$ cat src/sv/rscc_pkg.sv
`default_nettype none
package rscc_pkg;

	localparam int SLOT_COUNT = 64;
	localparam int MAX_FRAME  = 1536;

	localparam int TAIL_W = 6;
	localparam int LEN_W  = 11;
	localparam int CAP_W  = 16;
	localparam int CRC_W  = 32;

	localparam logic [CAP_W-1:0] CAP_RESET = 16'd2048;
	localparam logic [CRC_W-1:0] CRC_INIT  = 32'hFFFF_FFFF;
	localparam logic [CRC_W-1:0] CRC_POLY  = 32'hEDB8_8320;

	typedef enum logic {
		MODE_HEADER = 1'b0,
		MODE_DATA   = 1'b1
	} mode_t;

	typedef enum logic [1:0] {
		ST_BYTE   = 2'd0,
		ST_GOOD   = 2'd1,
		ST_EMPTY  = 2'd2,
		ST_REJECT = 2'd3
	} status_t;

	typedef struct packed {
		logic              mode;
		logic [TAIL_W-1:0] ring_head;
		logic [31:0]       slot_len;
		logic [31:0]       slot_crc;
		logic [7:0]        data_byte;
	} rscc_item_t;

	typedef struct packed {
		logic              emit;
		logic [1:0]        status;
		logic [7:0]        out_byte;
		logic              byte_valid;
		logic [LEN_W-1:0]  frame_length;
		logic [TAIL_W-1:0] next_tail;
		logic              last;
	} rscc_result_t;

endpackage
`default_nettype wire

$ cat src/sv/rscc_crc_byte.sv
`default_nettype none
module rscc_crc_byte
	import rscc_pkg::*;
(
	input  wire logic [CRC_W-1:0] crc_in,
	input  wire logic [7:0]       data,
	output logic      [CRC_W-1:0] crc_out
);

	// Reflected CRC-32, one bit per step, eight steps per byte.
	always_comb begin
		logic [CRC_W-1:0] c;
		c = crc_in ^ {{(CRC_W-8){1'b0}}, data};
		for (int k = 0; k < 8; k++) begin
			c = (c >> 1) ^ (c[0] ? CRC_POLY : '0);
		end
		crc_out = c;
	end

endmodule
`default_nettype wire

$ cat src/sv/rscc_slot_ctl.sv
`default_nettype none
module rscc_slot_ctl
	import rscc_pkg::*;
(
	input  wire logic             clk,
	input  wire logic             arst_n,
	input  wire logic [CAP_W-1:0] capacity,
	input  wire logic             fire,
	input  wire rscc_item_t       item,
	output rscc_result_t          res
);

	logic [TAIL_W-1:0] tail_q;
	logic [CRC_W-1:0]  crc_q;
	logic [CRC_W-1:0]  exp_crc_q;
	logic [LEN_W-1:0]  left_q;
	logic [LEN_W-1:0]  acc_len_q;
	logic              active_q;

	logic [CRC_W-1:0]  crc_next;
	logic [TAIL_W-1:0] tail_inc;
	logic [TAIL_W-1:0] head;
	logic              len_bad;
	logic [LEN_W-1:0]  left_dec;

	logic [TAIL_W-1:0] tail_d;
	logic [CRC_W-1:0]  crc_d;
	logic [CRC_W-1:0]  exp_crc_d;
	logic [LEN_W-1:0]  left_d;
	logic [LEN_W-1:0]  acc_len_d;
	logic              active_d;

	rscc_crc_byte u_crc (
		.crc_in  (crc_q),
		.data    (item.data_byte),
		.crc_out (crc_next)
	);

	assign head     = item.ring_head & TAIL_W'(SLOT_COUNT - 1);
	assign tail_inc = (tail_q == TAIL_W'(SLOT_COUNT - 1)) ? '0 : tail_q + 1'b1;
	assign len_bad  = (item.slot_len == '0)
		|| (item.slot_len > {{(32-CAP_W){1'b0}}, capacity})
		|| (item.slot_len > 32'(MAX_FRAME));
	assign left_dec = left_q - 1'b1;

	always_comb begin
		tail_d    = tail_q;
		crc_d     = crc_q;
		exp_crc_d = exp_crc_q;
		left_d    = left_q;
		acc_len_d = acc_len_q;
		active_d  = active_q;
		res       = '0;
		res.next_tail = tail_q;
		if (item.mode == MODE_HEADER) begin
			active_d = 1'b0;
			left_d   = '0;
			if (head == tail_q) begin
				res.emit   = 1'b1;
				res.status = ST_EMPTY;
			end else if (len_bad) begin
				tail_d        = tail_inc;
				res.emit      = 1'b1;
				res.status    = ST_REJECT;
				res.next_tail = tail_inc;
				res.last      = 1'b1;
			end else begin
				active_d  = 1'b1;
				left_d    = item.slot_len[LEN_W-1:0];
				acc_len_d = item.slot_len[LEN_W-1:0];
				exp_crc_d = item.slot_crc;
				crc_d     = CRC_INIT;
			end
		end else if (active_q) begin
			crc_d          = crc_next;
			left_d         = left_dec;
			res.emit       = 1'b1;
			res.out_byte   = item.data_byte;
			res.byte_valid = 1'b1;
			if (left_dec != '0) begin
				res.status = ST_BYTE;
			end else begin
				active_d      = 1'b0;
				tail_d        = tail_inc;
				res.next_tail = tail_inc;
				res.last      = 1'b1;
				if (~crc_next == exp_crc_q) begin
					res.status       = ST_GOOD;
					res.frame_length = acc_len_q;
				end else begin
					res.status = ST_REJECT;
				end
			end
		end
	end

	always_ff @(posedge clk or negedge arst_n) begin
		if (!arst_n) begin
			tail_q    <= '0;
			crc_q     <= CRC_INIT;
			exp_crc_q <= '0;
			left_q    <= '0;
			acc_len_q <= '0;
			active_q  <= 1'b0;
		end else if (fire) begin
			tail_q    <= tail_d;
			crc_q     <= crc_d;
			exp_crc_q <= exp_crc_d;
			left_q    <= left_d;
			acc_len_q <= acc_len_d;
			active_q  <= active_d;
		end
	end

endmodule
`default_nettype wire

$ cat src/sv/ring_slot_consumer_crc_check.sv
// Ring slot consumer with CRC-32 check.
// Input channel (in_valid/in_ready) carries one transaction per item: a slot
// header (mode 0: ring_head, slot_len, slot_crc) or one payload byte (mode 1:
// data_byte). Output channel (out_valid/out_ready) carries status, out_byte,
// byte_valid, frame_length, next_tail and last.
// Each input transaction lands in an input register; the slot controller
// then evaluates it against the ring state (tail, running CRC, bytes left)
// and loads the result register. A result thus passes through the input
// register and the result register before it shows on the output.
// Throughput is one transaction per cycle while the receiver does not stall,
// set by the combinational byte-wide CRC update between the registers.
// Items that yield no result (good header, stray data byte) are retired
// without touching the output register.
// cfg_we/cfg_wdata write buffer_capacity; write it only when idle.
// Reset clears tail, frame state, both valids; presets CRC; capacity is 2048.
// When the receiver stalls, the result register holds and the input register
// holds its item; in_ready drops only once both are full.
`default_nettype none
module ring_slot_consumer_crc_check
	import rscc_pkg::*;
(
	input  wire logic              clk,
	input  wire logic              arst_n,
	input  wire logic              cfg_we,
	input  wire logic [CAP_W-1:0]  cfg_wdata,
	input  wire logic              in_valid,
	output logic                   in_ready,
	input  wire logic              mode,
	input  wire logic [TAIL_W-1:0] ring_head,
	input  wire logic [31:0]       slot_len,
	input  wire logic [31:0]       slot_crc,
	input  wire logic [7:0]        data_byte,
	output logic                   out_valid,
	input  wire logic              out_ready,
	output logic [1:0]             status,
	output logic [7:0]             out_byte,
	output logic                   byte_valid,
	output logic [LEN_W-1:0]       frame_length,
	output logic [TAIL_W-1:0]      next_tail,
	output logic                   last
);

	logic [CAP_W-1:0] capacity_q;
	logic             valid_s1;
	rscc_item_t       item_s1;
	logic             out_valid_q;
	rscc_result_t     res_q;
	rscc_result_t     res;
	logic             fire;

	// Process the held item once the result register is free or draining.
	assign fire     = valid_s1 && (!out_valid_q || out_ready);
	assign in_ready = !valid_s1 || fire;

	always_ff @(posedge clk or negedge arst_n) begin
		if (!arst_n) begin
			capacity_q <= CAP_RESET;
		end else if (cfg_we) begin
			capacity_q <= cfg_wdata;
		end
	end

	// Input register: capture each transaction, drop valid once processed.
	always_ff @(posedge clk or negedge arst_n) begin
		if (!arst_n) begin
			valid_s1 <= 1'b0;
		end else if (in_ready) begin
			valid_s1 <= in_valid;
		end
	end

	always_ff @(posedge clk) begin
		if (in_ready && in_valid) begin
			item_s1.mode      <= mode;
			item_s1.ring_head <= ring_head;
			item_s1.slot_len  <= slot_len;
			item_s1.slot_crc  <= slot_crc;
			item_s1.data_byte <= data_byte;
		end
	end

	rscc_slot_ctl u_slot_ctl (
		.clk      (clk),
		.arst_n   (arst_n),
		.capacity (capacity_q),
		.fire     (fire),
		.item     (item_s1),
		.res      (res)
	);

	// Result register: load on an emitting item, clear when taken.
	always_ff @(posedge clk or negedge arst_n) begin
		if (!arst_n) begin
			out_valid_q <= 1'b0;
		end else if (fire && res.emit) begin
			out_valid_q <= 1'b1;
		end else if (out_ready) begin
			out_valid_q <= 1'b0;
		end
	end

	always_ff @(posedge clk) begin
		if (fire && res.emit) begin
			res_q <= res;
		end
	end

	assign out_valid    = out_valid_q;
	assign status       = res_q.status;
	assign out_byte     = res_q.out_byte;
	assign byte_valid   = res_q.byte_valid;
	assign frame_length = res_q.frame_length;
	assign next_tail    = res_q.next_tail;
	assign last         = res_q.last;

endmodule
`default_nettype wire

$ cat config.mk
export PLATFORM = sky130hd
export DESIGN_NAME = ring_slot_consumer_crc_check
export DESIGN_NICKNAME = d
export VERILOG_FILES = /design/src/sv/rscc_pkg.sv /design/src/sv/rscc_crc_byte.sv /design/src/sv/rscc_slot_ctl.sv /design/src/sv/ring_slot_consumer_crc_check.sv
export SDC_FILE = /design/constraint.sdc
export NUM_CORES = 1
export LEC_CHECK = 0
export CORE_MARGIN = 4
export CORE_UTILIZATION = 34
export CTS_BUF_LIST = sky130_fd_sc_hd__clkbuf_4
export DETAILED_ROUTE_END_ITERATION = 12
export DONT_BUFFER_PORTS = 1
export SLEW_MARGIN = 20
export SYNTH_ARGS = -nofsm -noshare
export SYNTH_HDL_FRONTEND = slang
export SYNTH_SLANG_ARGS = --single-unit
$ cat constraint.sdc
create_clock -name clk -period 3.8 [get_ports clk]
set_clock_uncertainty 0.2 [all_clocks]
set_input_delay 0.57 -clock clk [delete_from_list [all_inputs] [get_ports clk]]
set_output_delay 0.57 -clock clk [all_outputs]
set_load 0.02 [all_outputs]
## Word level (Yosys, flattened, before mapping)

Index checks and enable logic that the tools add are counted.

- Memories: 0
- Memory bits (read-only): 0
- Latch bits: 0
- Memory bits (writable): 0
- Input port bits: 100
- Word-level logic and storage cells: 105
- Register bits: 219

- Reductions and logical operators: 19
- Eq/ne operators: 7
- Divide/modulo/power cells: 0
- Shift operators: 0
- Bitwise logic cells: 15
- Mux-type cells: 40
- Multipliers: 0
- Order comparisons: 2
- Add/subtract/negate cells: 2

Operator list:

| kind | number |
|---|---|
| $mux W32 | 12 |
| $xor A31 B32 Y32 | 8 |
| $mux W11 | 5 |
| $mux W6 | 6 |
| $eq A32 B32 Y1 | 1 |
| $gt A32 B11 Y1 const B | 1 |
| $gt A32 B16 Y1 | 1 |
| $logic_not A32 Y1 | 1 |
| $not A32 Y32 | 1 |
| $xor A32 B8 Y32 | 1 |
| $mux W30 | 1 |
| $mux W7 | 3 |
| $mux W18 | 1 |
| $reduce_bool A11 Y1 | 1 |
| $sub A11 B1 Y11 const B | 1 |
| $mux W3 | 3 |
| $reduce_and A4 Y1 | 2 |
| $mux W1 | 7 |
| $add A6 B1 Y6 const B | 1 |
| $eq A6 B6 Y1 | 1 |
| $eq A6 B6 Y1 const B | 1 |
| $ne A2 B2 Y1 const B | 3 |
| $not A1 Y1 | 5 |
| $reduce_and A5 Y1 | 1 |
| 8 further kinds | 17 |

## Logic depth before layout (Yosys ltp)

Gate-level depths: netlist (run 1).

- Depth after elaboration: 25
- Gate-level depth with buffers: 12
- Gate-level depth less buffers: 11

## Modules after synthesis

Synthesis (run 1) repeated with hierarchy kept, for this count alone.

- Cells, all modules: 825
- Area total of the unflattened synthesis: 10537.6 sq um

Modules (own cells, without submodules):

| module | instances | sequential area each (sq um) | cells an instance | area an instance (sq um) |
|---|---|---|---|---|
| rscc_slot_ctl | 1 | 2367.3 | 602 | 5735.5 |
| ring_slot_consumer_crc_check | 1 | 3694.8 | 152 | 3990.1 |
| rscc_crc_byte | 1 | 0.0 | 71 | 812.0 |

## Worst setup path before layout (run 1)

No wires, ideal clock.

- Kind: register -> register
- Start point: register capacity_q[11]
- End point: register res_q, in the netlist byte_valid, enable pin
- Required time: 3187 ps
- Data arrival time: 2782 ps
- Library setup time: 413 ps
- Period minus slack after synthesis: 3395 ps
- Slack: 405 ps
- Cell stages (with the launch flop): 10
- Cell sequence: dfstp_2 > inv_1 > ha_1 > nand4_1 > nor4_1 > nor3_1 > o31a_1 > nor4_1 > clkbuf_1 > nor2_1

- Word-level cells in the longest chain between the ends: 7

RTL lines:

| element | line | source |
|---|---|---|
| from (decl) | ring_slot_consumer_crc_check.sv:43 | `logic [CAP_W-1:0] capacity_q;` |
| from (signal assigned) | ring_slot_consumer_crc_check.sv:59 | `capacity_q <= cfg_wdata;` |
| $gt A32 B16 Y1 | rscc_slot_ctl.sv:42 | `\|\| (item.slot_len > {{(32-CAP_W){1'b0}}, capacity})` |
| $logic_or A1 B1 Y1 | rscc_slot_ctl.sv:42 |  |
| $logic_or A1 B1 Y1 | rscc_slot_ctl.sv:43 | `\|\| (item.slot_len > 32'(MAX_FRAME));` |
| $mux W3 | rscc_slot_ctl.sv:61 | `end else if (len_bad) begin` |
| $mux W3 | rscc_slot_ctl.sv:58 | `if (head == tail_q) begin` |
| $mux W3 | rscc_slot_ctl.sv:55 | `if (item.mode == MODE_HEADER) begin` |
| $logic_and A1 B1 Y1 | ring_slot_consumer_crc_check.sv:103 | `if (fire && res.emit) begin` |
| to (signal assigned) | ring_slot_consumer_crc_check.sv:104 | `res_q <= res;` |
| to (decl) | ring_slot_consumer_crc_check.sv:47 | `rscc_result_t res_q;` |

Every way passes these cells.
A chain may end at the register's enable or synchronous reset.

## Worst setup path in the final report (run 1)

- Start point: register item_s1[5] (netlist bit)
- End point: register res_q, in the netlist frame_length[4], data pin

- Word-level cells in the longest chain between the ends: 14

RTL lines:

| element | line | source |
|---|---|---|
| from (decl) | ring_slot_consumer_crc_check.sv:45 | `rscc_item_t item_s1;` |
| $xor A32 B8 Y32 | rscc_crc_byte.sv:13 | `c = crc_in ^ {{(CRC_W-8){1'b0}}, data};` |
| $xor A31 B32 Y32 (5 in series) | rscc_crc_byte.sv:15 | `c = (c >> 1) ^ (c[0] ? CRC_POLY : '0);` |
| $mux W32 | rscc_crc_byte.sv:15 |  |
| $xor A31 B32 Y32 (3 in series) | rscc_crc_byte.sv:15 |  |
| $not A32 Y32 | rscc_slot_ctl.sv:87 | `if (~crc_next == exp_crc_q) begin` |
| $eq A32 B32 Y1 | rscc_slot_ctl.sv:87 |  |
| $not A1 Y1 (no source line) | n/a |  |
| $reduce_or A4 Y1 (no source line) | n/a |  |

Every way passes these cells.

==> results of run 1 <==
-- layout by cell type (no fill, tap or decap), types with 12 or more instances in the layout --
cell,count
sky130_fd_sc_hd__edfxtp_1,107
sky130_fd_sc_hd__clkbuf_4,99
sky130_fd_sc_hd__dlygate4sd3_1,99
sky130_fd_sc_hd__dfrtp_1,78
sky130_fd_sc_hd__xnor2_1,61
sky130_fd_sc_hd__nand2_1,54
sky130_fd_sc_hd__mux2_2,46
sky130_fd_sc_hd__dfstp_2,33
sky130_fd_sc_hd__inv_1,29
sky130_fd_sc_hd__o21ai_0,28
sky130_fd_sc_hd__buf_4,28
sky130_fd_sc_hd__xor2_1,27
sky130_fd_sc_hd__nand3_1,22
sky130_fd_sc_hd__a2bb2oi_1,22
sky130_fd_sc_hd__ha_1,19
sky130_fd_sc_hd__xnor3_1,17
sky130_fd_sc_hd__a21oi_1,15
sky130_fd_sc_hd__nor3_1,14
sky130_fd_sc_hd__nor4_1,13
sky130_fd_sc_hd__and2_1,13
sky130_fd_sc_hd__nor2_1,12
-- cell families (layout without fill, tap and decap cells) --
family                   Yosys count  after routing  share of synthesized area
AO/OA/AOI/OAI                    109            109                     0.0753
XOR/XNOR                         117            117                      0.136
adder cells (fa/ha/maj)           19             19                     0.0235
buffers and inverters             60            273                     0.0244
flip-flops                       218            218                      0.596
multiplexers                      50             50                     0.0551
other                              0              1                          0
AND/OR/NAND/NOR                  176            176                     0.0895
-- final timing paths --
path                                            end  slack [ns]
max in group asynchronous  u_slot_ctl.exp_crc_q[23]        2.60
setup / recovery                    frame_length[4]        0.21
hold / removal                             valid_s1        0.10
setup reg to reg                    frame_length[4]        0.21
min in group asynchronous            capacity_q[14]        0.22
hold reg to reg             u_slot_ctl.exp_crc_q[0]        0.25
-- per-stage QoR --
| step | util | instance area (um^2) | power, mW |
|---|---|---|---|
| final | 0.434 | 12600 | 6.15 |
| after global routing | 0.434 | 12600 | 6.52 |
| after CTS | 0.434 | 12600 | 6.25 |
| after detailed placement | 0.370 | 10700 | 3.90 |
| after global placement | 0.370 | 10700 | 3.88 |
| after floorplan | - | 10100 | 3.64 |
-- critical path: stages (launching register included) --
cell                        delay, ns
sky130_fd_sc_hd__edfxtp_1        0.40
sky130_fd_sc_hd__xnor2_1         0.56
sky130_fd_sc_hd__xnor3_2         0.40
sky130_fd_sc_hd__xnor3_2         0.40
sky130_fd_sc_hd__xnor2_1         0.14
sky130_fd_sc_hd__nor4_1          0.44
sky130_fd_sc_hd__buf_4           0.19
sky130_fd_sc_hd__o2111ai_1       0.17
sky130_fd_sc_hd__nor3_2          0.25
sky130_fd_sc_hd__buf_4           0.21
sky130_fd_sc_hd__and2_1          0.13
-- what timing repair did --
item | in CTS | in global routing
endpoints found under the hold margin | 208 | 0
hold buffers | 100 | 0
resized for setup | 0 | 2
endpoints found under the setup margin | 0 | 6
-- where the power goes --
part | switching, mW | total [mW] | internal (mW)
clock | 1.00 | 2.18 | 1.18
combinational | 0.533 | 1.06 | 0.529
sequential | 0.211 | 2.91 | 2.70
total | 1.74 | 6.15 | 4.41
-- layout make-up --
type                    count  area share
diodes                      1    0.000199
flip-flops and latches    218       0.479
inverters                  29     0.00865
well taps                 384      0.0382
clock buffers              99      0.0590
clock inverters            14     0.00547
repair buffers            131       0.102
multi-input cells         471       0.307
-- flip-flops by register name, summed over array words and instances, names as in the netlist --
name,flops
u_slot_ctl.acc_len_q,11
u_slot_ctl.exp_crc_q,32
next_tail,6
out_valid,1
u_slot_ctl.tail_q,6
capacity_q,16
u_slot_ctl.active_q,1
item_s1,79
out_byte,8
frame_length,11
u_slot_ctl.crc_q,32
u_slot_ctl.left_q,11
valid_s1,1
status,2
byte_valid,1
-- layer usage --
layer | wire length, um | vias up
met5 | 0 | -
met4 | 450 | 0
met3 | 1260 | 39
met2 | 11300 | 179
met1 | 11600 | 3249
li1 | - | 3089
==> reports/summary.md, run 1 <==
The most critical setup path has its startpoint at item_s1[5]. The floorplan step set the die height to 181 um. The tools report the final hold slack as 0.104 ns.

The clock reaches the later pin of the worst-skew pair after 0.74 ns. Synthesis produced a netlist with a net count of 868. The run gives 0.221 ns as the worst slack after detailed placement. For the maximum clock insertion buffer count, the log shows 3. The global-route layer with the greatest usage is met2. STA classifies the critical path startpoint as a flip-flop. IR analysis of the VDD net gives a maximum drop of 0.389 mV. In this run the remaining antenna-violating nets after routing total 0.

sky130_fd_sc_hd__edfxtp_1 takes more of the synthesized area than any other cell. The wire-length estimate of the detail-placed layout is 16,300 um. The combined global-route utilization of all metal layers is 0.151. TritonCTS built the clock tree.

The initial cell density of the core was 0.349. Clock tree synthesis selected as its root buffer the cell sky130_fd_sc_hd__clkbuf_4. The worst setup path is of the reg2reg kind. For the maximum clock frequency, the log shows 0.278 GHz. For the area of the core, the log shows 29,000 um^2. For this run, the number of Yosys warnings is 0. The power per cell area was 488 nW/um^2; the worst-case reg-to-reg path depth was 10. The run gives 1,347 as the filler-free cell count of the finished design. The detail-routed net length per standard cell is 18.3 um, and the number of antenna violations at the first check in global routing is 1.

The logs give 0.596 for the proportion of synthesized chip area in sequential cells and 0 ns for the setup TNS. The type of the tightest min-delay check was in2reg. The number of storage elements in the synthesis netlist was 218; the final routed wirelength across all metal layers was 24,600 um.

Ranked by total cell area, the synthesized netlist is headed by sky130_fd_sc_hd__edfxtp_1 32%, sky130_fd_sc_hd__dfrtp_1 19%, sky130_fd_sc_hd__dfstp_2 8.6%, sky130_fd_sc_hd__xnor2_1 5.3%, sky130_fd_sc_hd__mux2_2 5.1%. The tools report the data arrival time at the worst-slack endpoint as 3.95 ns. The global routing met1 resource utilization was 0.210; the area occupied by registers was 6030 um^2. Clock-pin slew was measured on the worst setup and hold paths at 0.06 ns. In this run the worst path has a maximum fanout of 11. The global-route track usage on met3 came out at 0.0377. The max-slew violation total from the final report was 0; the final setup violation count was 0. The number of DRC violations after detailed-routing iteration 0 was 309. The tools report the max-slew headroom at the worst pin as 0.380.

After detailed routing, the number of vias per cell comes to 4.87. The via count of the first global-routing pass was 6,962; the max-cap violation count was 0. The worst hold path begins at out_ready. The run gives 218 as the count of clock tree sinks. Number of different library cells in the post-synthesis netlist: 57.

sky130_fd_sc_hd__edfxtp_1 is the most common cell in the netlist. The fraction of final layout cells with drive strength greater than 1 came out at 0.246. The ratio of final minimum period to clock period is 0.946.

The logs give 2,742 for the final-layout fill cell count and 112 for the pin count of the biggest net entering global routing. The DRC violations left was 0; the cell area after synthesis was 10,100 um^2. Data on the critical path is required at its endpoint by 4.16 ns. From synthesis to final layout, the design area changed by 24.4%. The H-tree generated during clock tree synthesis spans 2 levels. In the synthesized netlist the dominant register cell turns out to be sky130_fd_sc_hd__edfxtp_1. The clock period minus worst slack was 3.59 ns; the top cell type's share of synthesized area was 0.317.

Setup repair after global routing left no endpoint under its margin. The transition at the pin with the smallest max-transition slack was 0.927 ns. The run finished with clean final reports. Summed over all cells, the static leakage comes to 5.22 nW.

Summing all multi-input logic gate instances after layout gives 3860 um^2. The tools report the number of hold violations in the final report as 0. After floorplanning, the core was divided into 62 placement rows. The number of setup buffers added after CTS is 0. The post-synthesis async set-or-reset flop share was 0.509; the count of flip-flops with a built-in enable after synthesis was 107. The count of mapped cells out of synthesis was 749. The congestion estimate from routability-driven global placement came to 0.864. Global-route met2 utilization: 0.234. The average size of a mapped cell was 13.5 um^2; the number of stages on the worst hold path was 2. Global routing finished with a remaining overflow of 0. The die covers 32,600 um^2. Input and output buffers added on the ports amount to 0.

STA classifies the critical path endpoint as a flip-flop. After layout, the worst setup slack is 0.206 ns. The number of placed instances, taps included, is 1,133. The first global-routing pass estimated 39,400 um of wire. The floorplan die width was 181 um. The startpoint identified for the worst register-to-register timing path is item_s1[5].

The logs give 1,030 for the final layout net count and 60 for the number of clock buffers inserted by TritonCTS. Counting instances in the post-synthesis netlist gives the leading cell types as 107 x sky130_fd_sc_hd__edfxtp_1, 78 x sky130_fd_sc_hd__dfrtp_1, 61 x sky130_fd_sc_hd__xnor2_1, 54 x sky130_fd_sc_hd__nand2_1, 46 x sky130_fd_sc_hd__mux2_2. For this run, the detailed router's first-pass iteration total came to 4. The tools report the I/O pin count as 131. Summing over every cut layer, the via total after detailed routing is 6,556.
Note: power is estimated with default switching activity, not from simulation.
==> run 2: changes to the inputs <==
CORE_UTILIZATION = 25   (was 34)
==> reports/summary.md, run 2 (same netlist as run 1, synthesis figures left out) <==
In this run the power spent charging and discharging nets is 1.82 mW. The worst setup path is of the reg2reg kind. The worst register-to-register path ends at next_tail[4].

Clock tree synthesis found a total of 218 sinks. The largest registers in the layout are item_s1 x79, u_slot_ctl.crc_q x32, u_slot_ctl.exp_crc_q x32. The cell sitting at the root of the clock tree is a sky130_fd_sc_hd__clkbuf_4.

In the final design database the tool counted 1,040 nets. The logs give 11,000 um^2 for the post-detailed-placement cell area and 11,100 um for the routed length on met2. TritonCTS created 61 clock buffers.

The type of the tightest min-delay check was in2reg. The number of placed instances, taps included, is 1,282. The combined global-route utilization of all metal layers is 0.118. The final setup violation count is 0. For the worst setup path, the data arrival time is 3.81 ns. Along the worst path, the maximum fanout reaches 11. Relative to the synthesized area, the layout overhead comes to 26.8%. The register with the most flip-flops in the layout has 79 of them.

Critical path endpoint category: a flip-flop. Leaving out fill and tap cells, the most frequent cells in the layout are 107 x sky130_fd_sc_hd__edfxtp_1, 100 x sky130_fd_sc_hd__dlygate4sd3_1, 91 x sky130_fd_sc_hd__clkbuf_4, 78 x sky130_fd_sc_hd__dfrtp_1, 61 x sky130_fd_sc_hd__xnor2_1. Ratio of final minimum period to clock period: 0.923.

At the later pin of the worst-skew pair, clock insertion delay measures 0.77 ns. The reg-to-reg critical path startpoint is u_slot_ctl.left_q[0]. Maximum clock insertion buffer count: 3. The worst register-to-register path has a depth of 10.

The flow ran to the end, and the final reports show no timing, DRC or antenna violations. In this run the tool buffered the top-level ports with 0 buffer cells. Leaving out fill and tap cells, the most frequent cell in the layout is sky130_fd_sc_hd__edfxtp_1. Final-layout fill cell count: 3,982. In the routed layout, each cell is associated on average with a via count of 4.39. Before antenna repair, the detailed router went through 5 iterations. The cell leakage power is 5.26 nW, and the internal power is 4.41 mW. The total overflow left after global routing is 0.

Summed over all layers, the routed wires come to 26,100 um. Buffers added to address setup during post-CTS repair amount to 0. The floorplan die width was 209 um; the filler-free cell count of the finished design was 1,503. Across all register-to-register paths, the minimum setup slack is 0.29 ns.

Counting flops per register, the top entry is item_s1. At the worst endpoint, the required time is 4.10 ns. The design draws 6.23 mW. The signal on the critical path passes through inv_1 > ha_1 > or4b_1 > nor4_1 > nand2b_1 > nand4b_1 > or2_2 > o21a_2 > or3_1 > xnor2_1. After detailed routing, the number of remaining DRC violations is 0. Based on the critical path, the design can be clocked at up to 0.285 GHz. After layout, the minimum clock period comes to 3.51 ns. In this run the power density over the cells is 485 nW/um^2. Detailed routing inserted a total of 6,601 vias.

In this run the standard cell core region covers 39,900 um^2. For the max-slew violation total from the final report, the log shows 0. The switching share of total power was 0.292.

The max-slew headroom at the worst pin was 0.275; the floorplan row count was 73. STA classifies the critical path startpoint as a flip-flop. Part of the power in combinational logic: 0.173.

The clock-pin slew on the worst setup and hold paths was 0.06 ns; the final weighted congestion of routability-driven global placement was 0.840. Setup repair after global routing left no endpoint under its margin. The H-tree level count was 2. TritonCTS built the clock tree. The via count of the first global-routing pass is 6,904, and the clock power share is 0.359. Once detailed placement completed, the half-perimeter wirelength came to 17,800 um.

The fraction of final layout cells with drive strength greater than 1 works out to 0.245. The amount of wire on met3 after detailed routing was 1840 um; the die outline area was 43,800 um^2. For this design, the slowest cell found on the critical path is sky130_fd_sc_hd__or4b_1. The floorplan step set the die height to 209 um. The highest layer used for signal routing is met4. The number of antenna violations at the first check in global routing came out at 2.

The wire length of the first global-routing pass is 40,200 um, and the transition at the pin with the smallest max-transition slack is 1.08 ns. For the final routed database, the setup TNS stands at 0 ns. The run gives 239 as the number of DRC violations after detailed-routing iteration 0. In this run the most critical hold path is launched from in_valid. The run gives 0 as the max-cap violation count. The final critical-path setup slack was 0.291 ns. The run gives 12,500 um as the sum of routed wire segments on met1. The I/O pin count came out at 131.

For hold timing, the worst endpoint is item_s1[74]. Once detail routing completed, the nets flagged for antenna violations numbered 0. The number of stages on the worst hold path was 1; the area of all placed cells without fillers was 12,800 um^2. For the number of hold violations in the final report, the log shows 0. The initial cell density of the core was 0.254. Entering global routing, the biggest net connects 112 pins. The largest single stage delay on the critical path is 0.54 ns. The fraction of power consumed by sequential logic is 0.468, and the worst slack after detailed placement is 0.228 ns. IR analysis of the VDD net gives a maximum drop of 0.294 mV. Detail-routed net length per standard cell: 17.4 um.
==> run 2: cell types whose count changed in the layout (fill, tap and decap cells not counted), moves of 2 or more <==
cell                       delta
sky130_fd_sc_hd__inv_6        +2
sky130_fd_sc_hd__clkinv_2     +3
sky130_fd_sc_hd__diode_2      +3
sky130_fd_sc_hd__clkinv_1     +7
sky130_fd_sc_hd__buf_4        +9
sky130_fd_sc_hd__clkbuf_4     -8
==> run 2: worst max path at each step <==
| stage | start | to | slack (ns) | cells after the start |
|---|---|---|---|---|
| floorplan | capacity_q[11] | byte_valid | 0.40 | 9 |
| finish | u_slot_ctl.left_q[0] | next_tail[4] | 0.29 | 10 |
| CTS | u_slot_ctl.left_q[0] | next_tail[4] | 0.20 | 10 |
| global placement | u_slot_ctl.left_q[0] | next_tail[4] | 0.29 | 10 |
| detailed placement | u_slot_ctl.left_q[0] | next_tail[4] | 0.23 | 10 |
| global route | u_slot_ctl.left_q[0] | next_tail[5] | 0.10 | 9 |
==> run 2: layer usage <==
metal,up-vias,GRT usage
met5,-,0
met1,3214,0.164
met2,204,0.172
met3,56,0.0392
met4,0,0.0407
li1,3127,-
==> run 2: what timing repair did <==
item	4_1_cts	5_1_grt
hold endpoints to repair	208	0
setup endpoints to repair	0	3
hold buffers	101	0
resized for setup	0	1
==> run 2: area by class of cell <==
class | count | area [um^2] | share of cell area
tap | 525 | 657 | 0.0512
multi-input combinational | 471 | 3860 | 0.301
clock buffer | 91 | 683 | 0.0532
clock inverter | 25 | 138 | 0.0107
sequential | 218 | 6030 | 0.470
antenna | 4 | 10.0 | 0.000780
timing repair buffer | 140 | 1350 | 0.105
inverter | 29 | 109 | 0.00848
==> run 2: critical path: cells and delay by family, from the launching register on <==
| kind | cells | cell delay [ns] |
|---|---|---|
| adders and majority gates | 1 | 0.25 |
| buffers and inverters | 1 | 0.12 |
| AOI/OAI and AO/OA | 1 | 0.22 |
| DFF | 1 | 0.43 |
| xor gates and xnor gates | 1 | 0.14 |
| and+or+nand+nor | 6 | 1.90 |
==> run 2: power groups by stage <==
| stage | combinational, mW | clock [mW] | sequential (mW) |
|---|---|---|---|
| 3_3_place_gp | 0.948 | 0 | 2.95 |
| 2_1_floorplan | 0.763 | 0 | 2.88 |
| 3_5_place_dp | 0.961 | 0 | 2.96 |
| 5_1_grt | 1.19 | 2.50 | 2.93 |
| 4_1_cts | 1.09 | 2.35 | 2.91 |
| 6_report | 1.08 | 2.24 | 2.91 |
==> run 2: per-stage QoR <==
step | hold slack (ns) | util
after floorplan | 0.0744 | -
after detailed placement | 0.0859 | 0.275
final | 0.130 | 0.321
after global routing | 0.0463 | 0.321
after CTS | 0.0509 | 0.321
after global placement | 0.0855 | 0.275
